<file path="src/sv/dwd_pkg.sv">
`timescale 1ns / 1ps
`default_nettype none

package dwd_pkg;
  localparam int DataW = 32;
  localparam int WinW = 7;
  localparam int MaxWindowDefault = 64;
  localparam logic [WinW-1:0] WindowLenReset = 7'd3;
  localparam int OutW = 8;
endpackage

`default_nettype wire

</file>
<file path="src/sv/dwd_cell.sv">
`timescale 1ns / 1ps
`default_nettype none

module dwd_cell #(
  parameter int IDX = 0
) (
  input  wire logic                        clk,
  input  wire logic                        rst,
  input  wire logic                        shift,
  input  wire logic                        clear,
  input  wire logic [dwd_pkg::DataW-1:0]   probe,
  input  wire logic [dwd_pkg::WinW-1:0]    window_len,
  input  wire logic [dwd_pkg::DataW-1:0]   prev_value,
  input  wire logic                        prev_valid,
  output logic      [dwd_pkg::DataW-1:0]   value,
  output logic                             valid,
  output logic                             match
);
  import dwd_pkg::*;

  localparam logic [31:0] Pos = 32'(IDX);

  logic in_window;

  // The cell holds the value that is IDX+1 items old, so it counts while its
  // position is below the window length.
  assign in_window = Pos < {{(32 - WinW){1'b0}}, window_len};

  always_ff @(posedge clk) begin
    if (rst) begin
      valid <= 1'b0;
    end else if (shift) begin
      valid <= prev_valid && ((IDX == 0) || !clear);
    end
  end

  always_ff @(posedge clk) begin
    if (shift) begin
      value <= prev_value;
      match <= valid && in_window && !clear && (value == probe);
    end
  end
endmodule

`default_nettype wire

</file>
<file path="src/sv/duplicate_within_window_detector.sv">
`timescale 1ns / 1ps
`default_nettype none

// Channel   Direction  Handshake          Payload
// s_*       in         s_tvalid/s_tready  tdata = value, tuser = start_req
// m_*       out        m_tvalid/m_tready  tdata = duplicate, any_duplicate
// cfg_*     in         cfg_we             cfg_wdata = window_len
//
// One input transaction is taken per clock cycle when the output side keeps up.
// The pipeline runs through the row of compare cells, then the match reduction
// and sticky flag register, which also serves as the output register.
// rst is synchronous and active high; it clears the cell valid bits, the
// sticky flag, both pipeline stages, and sets window_len to 3.
// A stalled output holds its transaction and stops intake only once the
// compare stage is also full.

module duplicate_within_window_detector #(
  parameter int MAX_WINDOW = dwd_pkg::MaxWindowDefault
) (
  input  wire logic                       clk,
  input  wire logic                       rst,
  // Input stream. tdata: [31:0] value (two's complement).
  input  wire logic                       s_tvalid,
  output logic                            s_tready,
  input  wire logic [dwd_pkg::DataW-1:0]  s_tdata,
  // tuser: [0] start_req, begins a new sequence and clears the history.
  input  wire logic                       s_tuser,
  // Output stream. tdata: [0] duplicate, [1] any_duplicate, [7:2] zero.
  output logic                            m_tvalid,
  input  wire logic                       m_tready,
  output logic      [dwd_pkg::OutW-1:0]   m_tdata,
  // Configuration: window_len write.
  input  wire logic                       cfg_we,
  input  wire logic [dwd_pkg::WinW-1:0]   cfg_wdata
);
  import dwd_pkg::*;

  logic [WinW-1:0]  window_len;
  logic             accept;
  logic             advance;
  logic             s1_valid;
  logic             s1_start;
  logic             dup_any;
  logic             duplicate;
  logic             any_duplicate;
  logic             any_duplicate_next;

  logic [DataW-1:0]      chain_value [MAX_WINDOW];
  logic [MAX_WINDOW-1:0] chain_valid;
  logic [MAX_WINDOW-1:0] match_bits;

  always_ff @(posedge clk) begin
    if (rst) begin
      window_len <= WindowLenReset;
    end else if (cfg_we) begin
      window_len <= cfg_wdata;
    end
  end

  // The output register frees up when it is empty or being taken; the compare
  // stage can accept whenever it is empty or moving forward.
  assign advance  = !m_tvalid || m_tready;
  assign s_tready = !s1_valid || advance;
  assign accept   = s_tvalid && s_tready;

  // Row of cells: cell 0 holds the newest stored value. On every accepted
  // transaction each cell compares its value against the incoming one and then
  // takes its neighbor's value, so the chain shifts by one position.
  for (genvar g = 0; g < MAX_WINDOW; g++) begin : g_cell
    if (g == 0) begin : g_head
      dwd_cell #(.IDX(g)) u_cell (
        .clk        (clk),
        .rst        (rst),
        .shift      (accept),
        .clear      (s_tuser),
        .probe      (s_tdata),
        .window_len (window_len),
        .prev_value (s_tdata),
        .prev_valid (1'b1),
        .value      (chain_value[g]),
        .valid      (chain_valid[g]),
        .match      (match_bits[g])
      );
    end else begin : g_body
      dwd_cell #(.IDX(g)) u_cell (
        .clk        (clk),
        .rst        (rst),
        .shift      (accept),
        .clear      (s_tuser),
        .probe      (s_tdata),
        .window_len (window_len),
        .prev_value (chain_value[g-1]),
        .prev_valid (chain_valid[g-1]),
        .value      (chain_value[g]),
        .valid      (chain_valid[g]),
        .match      (match_bits[g])
      );
    end
  end

  always_ff @(posedge clk) begin
    if (rst) begin
      s1_valid <= 1'b0;
    end else if (accept) begin
      s1_valid <= 1'b1;
    end else if (advance) begin
      s1_valid <= 1'b0;
    end
  end

  always_ff @(posedge clk) begin
    if (accept) begin
      s1_start <= s_tuser;
    end
  end

  // Match bits were registered in the cells; here they are reduced and the
  // sticky flag is updated, restarting on a sequence start.
  assign dup_any            = |match_bits;
  assign any_duplicate_next = (any_duplicate && !s1_start) || dup_any;

  always_ff @(posedge clk) begin
    if (rst) begin
      m_tvalid      <= 1'b0;
      any_duplicate <= 1'b0;
    end else if (advance) begin
      m_tvalid <= s1_valid;
      if (s1_valid) begin
        any_duplicate <= any_duplicate_next;
      end
    end
  end

  always_ff @(posedge clk) begin
    if (advance && s1_valid) begin
      duplicate <= dup_any;
    end
  end

  assign m_tdata = {{(OutW - 2){1'b0}}, any_duplicate, duplicate};
endmodule

`default_nettype wire

</file>
<file path="config.mk">
export PLATFORM = sky130hd
export DESIGN_NAME = duplicate_within_window_detector
export DESIGN_NICKNAME = d
export VERILOG_FILES = /design/src/sv/dwd_pkg.sv /design/src/sv/dwd_cell.sv /design/src/sv/duplicate_within_window_detector.sv
export SDC_FILE = /design/constraint.sdc
export NUM_CORES = 2
export LEC_CHECK = 0
export ABC_CLOCK_PERIOD_IN_PS = 103900
export BUFFER_PORTS_ARGS = -buffer_cell sky130_fd_sc_hd__buf_2
export CORE_ASPECT_RATIO = 0.75
export CORE_MARGIN = 5
export CORE_UTILIZATION = 50
export DETAILED_ROUTE_END_ITERATION = 7
export PLACE_DENSITY = 0.66
export SLEW_MARGIN = 10
export SYNTH_ARGS = -nofsm -noshare
export SYNTH_HDL_FRONTEND = slang
export SYNTH_SLANG_ARGS = --single-unit
</file>
<file path="constraint.sdc">
create_clock -name clk -period 103.9 [get_ports clk]
set_input_delay 25.975 -clock clk [delete_from_list [all_inputs] [get_ports clk]]
set_output_delay 25.975 -clock clk [all_outputs]
set_load 0.01 [all_outputs]
</file>
; ---- After elaboration in Yosys (flattened, before gate mapping)
; Cells that the tools add are included.
[op_classes]
eq_ne = 64
n_lt_le_gt_ge = 64
n_mux = 2
n_reduce_logical = 268
[ops]
columns = cell, n
row1 = 32-bit == test, 64
row2 = 1-bit logical AND, 258
row3 = "6-bit by 7-bit less-than comparator with 1-bit output, first input constant", 32
row4 = "5-bit by 7-bit less-than comparator with 1-bit output, first input constant", 16
row5 = 64-bit OR reduction, 1
row6 = "4-bit by 7-bit less-than comparator with 1-bit output, first input constant", 8
row7 = "3-bit by 7-bit less-than comparator with 1-bit output, first input constant", 4
row8 = "1-bit by 7-bit less-than comparator with 1-bit output, first input constant", 2
row9 = "2-bit by 7-bit less-than comparator with 1-bit output, first input constant", 2
row10 = 1-bit zero test, 4
row11 = 1-bit logical OR, 3
row12 = 1-bit two-way mux, 2
row13 = 2-bit AND reduction, 1
row14 = 2-bit nonzero test, 1
[totals]
out_inout_bits = 10
register_bits = 2188

; ---- Logic depth before layout (Yosys ltp)
[logic_depth]
word_depth = 5
mapped_depth = 8
ltp_nobuf = 6

; ---- Worst setup path before layout
; No wires, ideal clock.
[synth_timing]
kind = input port to flip-flop
startpoint = input port m_tready
endpoint = register g_cell[0].g_head.u_cell.match, enable pin
path_buffers = 1
setup_ps = 3319
t_arrival_ps = 83548
cell_stages = 5
setup_slack_ps = 17033
path_cell_list = nor2b_1 > nand2_1 > nand2_1 > inv_1 > clkbuf_1
[synth_between]
elab_chain_cells = 3
[synth_lines]
columns = item, line
row1 = from (decl), duplicate_within_window_detector.sv:30  ; input wire logic m_tready,
row2 = 1-bit logical OR, duplicate_within_window_detector.sv:62  ; assign advance = !m_tvalid || m_tready;
row3 = 1-bit logical OR, duplicate_within_window_detector.sv:63  ; assign s_tready = !s1_valid || advance;
row4 = via s_tready, duplicate_within_window_detector.sv:24  ; output logic s_tready,
row5 = 1-bit logical AND, duplicate_within_window_detector.sv:64  ; assign accept = s_tvalid && s_tready;
row6 = via accept, duplicate_within_window_detector.sv:39  ; logic accept;
row7 = to (signal assigned), dwd_cell.sv:40  ; match <= valid && in_window && !clear && (value == probe);
row8 = to (decl), dwd_cell.sv:17  ; output logic match
; The timed path passes the listed nets, and every way through them passes these cells.
; A chain may end at the register's enable or synchronous reset.

; ---- Worst setup path after layout
[layout_timing]
startpoint = input port m_tready
endpoint = output port s_tready
[layout_between]
elab_chain_cells = 2
[layout_lines]
columns = item, line
row1 = 1-bit logical OR, duplicate_within_window_detector.sv:62
row2 = 1-bit logical OR, duplicate_within_window_detector.sv:63
row3 = to (decl), duplicate_within_window_detector.sv:24
; Every way passes these cells.

==> metrics.txt <==
# TYPE chip_impl_metric gauge
chip_impl_metric{name="hold_path_depth",unit=""} 0
chip_impl_info{name="post-synth-top-count-cell",value="sky130_fd_sc_hd__edfxtp_1"} 1
chip_impl_info{name="r2r_start",value="m_tvalid"} 1
chip_impl_metric{name="clkLatencyLatePin",unit="ns"} 0.83
chip_impl_metric{name="htree_num_levels",unit=""} 4
chip_impl_metric{name="final_layout_size_suffix_gt1_share",unit="%"} 7.50
chip_impl_metric{name="routability_congestion_estimate",unit=""} 0.878
chip_impl_metric{name="clockBufferDepth",unit=""} 3
chip_impl_metric{name="route.detailed.wl_per_inst",unit="um"} 30.6
chip_impl_metric{name="first_global_vias",unit=""} 47000
chip_impl_info{name="worst_hold_class",value="flip-flop to flip-flop"} 1
chip_impl_metric{name="drtAntennaViolNets",unit=""} 0
chip_impl_metric{name="core",unit="um2"} 180000
chip_impl_metric{name="fp.dieW",unit="um"} 501
chip_impl_info{name="cpMaxStageDelayCell",value="sky130_fd_sc_hd__nor2b_1"} 1
chip_impl_info{name="cp_cell_sequence",value="buf_2 -> nor2b_1 -> nand2_1 -> buf_2"} 1
chip_impl_metric{name="cts_resized",unit=""} 0
chip_impl_metric{name="slew_headroom",unit="%"} 15.3
chip_impl_metric{name="synthCells",unit=""} 5573
chip_impl_metric{name="yosys.cell_types.count",unit=""} 51
chip_impl_metric{name="netSwitchingFraction",unit="%"} 23.8
chip_impl_info{name="tritoncts",value="yes"} 1
chip_impl_metric{name="overflow",unit=""} 0
chip_impl_metric{name="io-pin-count",unit=""} 55
chip_impl_metric{name="grt_pass1_wl",unit="um"} 354000
chip_impl_info{name="unrepaired_setup_endpoints_after_global_routing",value="false"} 1
chip_impl_info{name="clock_tree.root_cell",value="sky130_fd_sc_hd__clkbuf_16"} 1
chip_impl_metric{name="fin_setup_tns",unit="ns"} 0
chip_impl_metric{name="timing_hold_violations_final",unit=""} 0
chip_impl_metric{name="synthesized_area_divided_by_synthesized_cell_count",unit="um2"} 16.3
chip_impl_info{name="timing.critical_path.from",value="m_tready"} 1
chip_impl_metric{name="net-switching-power",unit="mW"} 0.468
chip_impl_metric{name="hold_slack",unit="ns"} 0.454
chip_impl_metric{name="path_depth",unit=""} 4
chip_impl_info{name="worstSetupPathType",value="input port to output pin"} 1
chip_impl_metric{name="drt-vias-per-instance",unit=""} 5.96
chip_impl_info{name="cp_capture_type",value="output pin"} 1
chip_impl_metric{name="netlist.area_leader.share",unit="%"} 70.1
chip_impl_metric{name="drc_errors",unit=""} 0
chip_impl_metric{name="cts_num_sinks",unit=""} 2188
chip_impl_metric{name="async_reset_ff_share",unit="%"} 0
chip_impl_metric{name="initial_utilization",unit="%"} 50.2
chip_impl_metric{name="timing.clock.skew",unit="ns"} 0.0290
chip_impl_metric{name="cts_hold_repair.buffers",unit=""} 0
chip_impl_metric{name="detailedPlacementHpwl",unit="um"} 165000
chip_impl_metric{name="dieArea",unit="um2"} 190000
chip_impl_metric{name="final.period_utilization",unit="%"} 50.6
chip_impl_metric{name="worst-path-max-fanout",unit=""} 3
chip_impl_metric{name="synth-warning-count",unit=""} 0
chip_impl_info{name="holdCritStartpoint",value="g_cell[50].g_body.u_cell.value[8]"} 1
chip_impl_metric{name="synthesized_cell_area",unit="um2"} 90600
chip_impl_info{name="synth_area_leaders",value="sky130_fd_sc_hd__edfxtp_1 70%, sky130_fd_sc_hd__xor2_1 15%, sky130_fd_sc_hd__xnor2_1 4.6%"} 1
chip_impl_metric{name="detail_route.wirelength",unit="um"} 252000
chip_impl_info{name="worst_setup_path_start_kind",value="input port"} 1
chip_impl_info{name="yosys.area.top_type",value="sky130_fd_sc_hd__edfxtp_1"} 1
chip_impl_metric{name="layout.nets",unit=""} 5700
chip_impl_metric{name="chipHeight",unit="um"} 379
chip_impl_info{name="critical_path.top_delay_family",value="simple AND/OR/NAND/NOR gates"} 1
chip_impl_metric{name="grt_start_max_net_pins",unit=""} 192
chip_impl_metric{name="numPortBuffers",unit=""} 48
chip_impl_metric{name="first_pass_iters",unit=""} 6
chip_impl_metric{name="timing.max_cap.violations",unit=""} 0
chip_impl_metric{name="portion_of_total_power_attributed_to_the_clock_network",unit="%"} 38.5
chip_impl_metric{name="fin_cells",unit=""} 8223
chip_impl_metric{name="setup_viol",unit=""} 0
chip_impl_metric{name="gr-usage-all-layers",unit="%"} 26.2
chip_impl_metric{name="post-place-cells",unit=""} 7849
chip_impl_metric{name="fp-row-count",unit=""} 135
chip_impl_metric{name="drt-initial-drc-count",unit=""} 7375
chip_impl_metric{name="reg2reg_depth",unit=""} 10
chip_impl_metric{name="worstPathRequired",unit="ns"} 77.93
chip_impl_metric{name="area.growth.synth_to_final",unit="%"} 10.5
chip_impl_metric{name="cts.repair_timing.setup_buffer_count",unit=""} 0
chip_impl_metric{name="p_per_area",unit="nW/um2"} 19.7
chip_impl_info{name="outcome",value="completed"} 1
chip_impl_metric{name="worstPathArrival",unit="ns"} 26.58
chip_impl_metric{name="cp.buffers_inverters",unit=""} 2
chip_impl_metric{name="max_stage_delay",unit="ns"} 0.18
chip_impl_info{name="ys.flop_type",value="sky130_fd_sc_hd__edfxtp_1"} 1
chip_impl_metric{name="slew_viol_final",unit=""} 0
chip_impl_metric{name="leakage",unit="nW"} 33.6
chip_impl_metric{name="worst-slew-pin-transition",unit="ns"} 1.27
chip_impl_metric{name="max_freq",unit="MHz"} 19.0
chip_impl_metric{name="power_report.internal_total",unit="mW"} 1.50
chip_impl_metric{name="combinationalPowerShare",unit="%"} 7.0
chip_impl_metric{name="sequential_fraction_of_design_power",unit="%"} 54.5
chip_impl_metric{name="tritoncts.num_buffers",unit=""} 201
chip_impl_metric{name="grt_antenna_before_repair",unit=""} 10
chip_impl_metric{name="worst_ir_drop_vdd",unit="V"} 0.0000186
chip_impl_info{name="timing.critical_path.mode_cell",value="sky130_fd_sc_hd__buf_2"} 1
chip_impl_metric{name="reg_clk_slew_reported_paths",unit="ns"} 0.06
chip_impl_metric{name="synth_edf_count",unit=""} 2114
chip_impl_metric{name="via_count",unit=""} 49000
chip_impl_metric{name="synth_register_bits",unit=""} 2188
chip_impl_info{name="ys_top_cells_by_count",value="2114 x sky130_fd_sc_hd__edfxtp_1, 1553 x sky130_fd_sc_hd__xor2_1, 473 x sky130_fd_sc_hd__xnor2_1"} 1
chip_impl_metric{name="synth-seq-area-share",unit="%"} 71.7
chip_impl_metric{name="layout_min_cycle_time",unit="ns"} 52.56
[logic make-up (layout without fill, tap and decap cells)]
logic type	after synthesis	count (layout)	share of synthesized area [%]
DFF	2188	2188	71.7
xor gates and xnor gates	2026	2026	19.6
and+or+nand+nor	903	903	5.93
buffers and inverters	295	540	1.55
AOI/OAI and AO/OA	153	153	1.13
muxes	7	7	0.0774
other	1	9	0.00414
[worst register-to-register path: cells and delay by family, from the launching register on]
kind | cells | cell delay (ns)
buf+inv | 7 | 5.80
flops | 1 | 0.30
simple gates | 3 | 0.37
[metal layers]
metal	global-route usage, %	wire length (um)	vias to the layer above
met3	6.13	27500	319
li1	-	-	20700
met1	40.7	111000	25300
met4	5.34	4880	4
met2	37.7	108000	2668
met5	0	29	-
[layout by cell type (no fill, tap or decap), drive strengths merged, types with 2 or more instances in the layout]
cell type and n:
edfxtp 2114, xor2 1553, xnor2 473, nor4 426
clkbuf 265, nand4 191, buf 149, nand2 84
nor3 78, clkinv 76, dfxtp 74, a21oi 68
nand3b 56, o2111ai 33, o211ai 25, inv 24
nand3 23, bufinv 22, nor2 15, nor2b 14
mux2i 7, conb 6, or2 6, o21ai 5
o22ai 4, o2bb2ai 4, clkinvlp 4, diode 3
nand2b 2, a222oi 2, nor4b 2, a22oi 2
or4 2, a2111oi 2
[path summary, 6_finish.rpt]
kind                            slack, ns                                 end
worst min register to register       0.45   g_cell[51].g_body.u_cell.value[8]
worst max register to register      97.01  g_cell[63].g_body.u_cell.value[22]
worst min-delay path                 0.45   g_cell[51].g_body.u_cell.value[8]
worst max-delay path                51.34                            s_tready
[power by group through the flow]
stage               sequential (mW)  combinational (mW)  clock (mW)
global route                   1.07               0.146       0.801
global placement               1.09               0.135           0
floorplan                      1.18              0.0936           0
detailed placement             1.09               0.136           0
CTS                            1.07               0.137       0.761
finish                         1.07               0.139       0.757
[final cells by class]
| cell class | count | area [um2] |
|---|---|---|
| fill | 14100 | 80400 |
| sequential | 2188 | 65000 |
| multi-input combinational | 3095 | 24200 |
| clock buffer | 265 | 5460 |
| tap | 2397 | 3000 |
| timing repair buffer | 149 | 1160 |
| clock inverter | 106 | 1140 |
| inverter | 20 | 82.6 |
| antenna | 3 | 7.51 |
[per-stage QoR]
stage	power [mW]	util, %	setup slack (ns)	area [um2]
detailed placement	1.22	51.8	51.35	93400
CTS	1.97	55.5	51.34	100000
finish	1.97	55.5	51.34	100000
global route	2.02	55.5	51.32	100000
global placement	1.22	51.8	51.27	93400
floorplan	1.27	-	17.03	90600
[state kept, by name (all words and copies together), names as in the netlist]
name / count
s1_valid: 1
any_duplicate: 1
g_cell.g_head.u_cell.valid: 1
g_cell.g_body.u_cell.match: 63
duplicate: 1
s1_start: 1
g_cell.g_body.u_cell.value: 2016
g_cell.g_head.u_cell.value: 32
g_cell.g_head.u_cell.match: 1
window_len: 7
m_tvalid: 1
g_cell.g_body.u_cell.valid: 63
No activity file was read; power rests on OpenSTA's default activity.
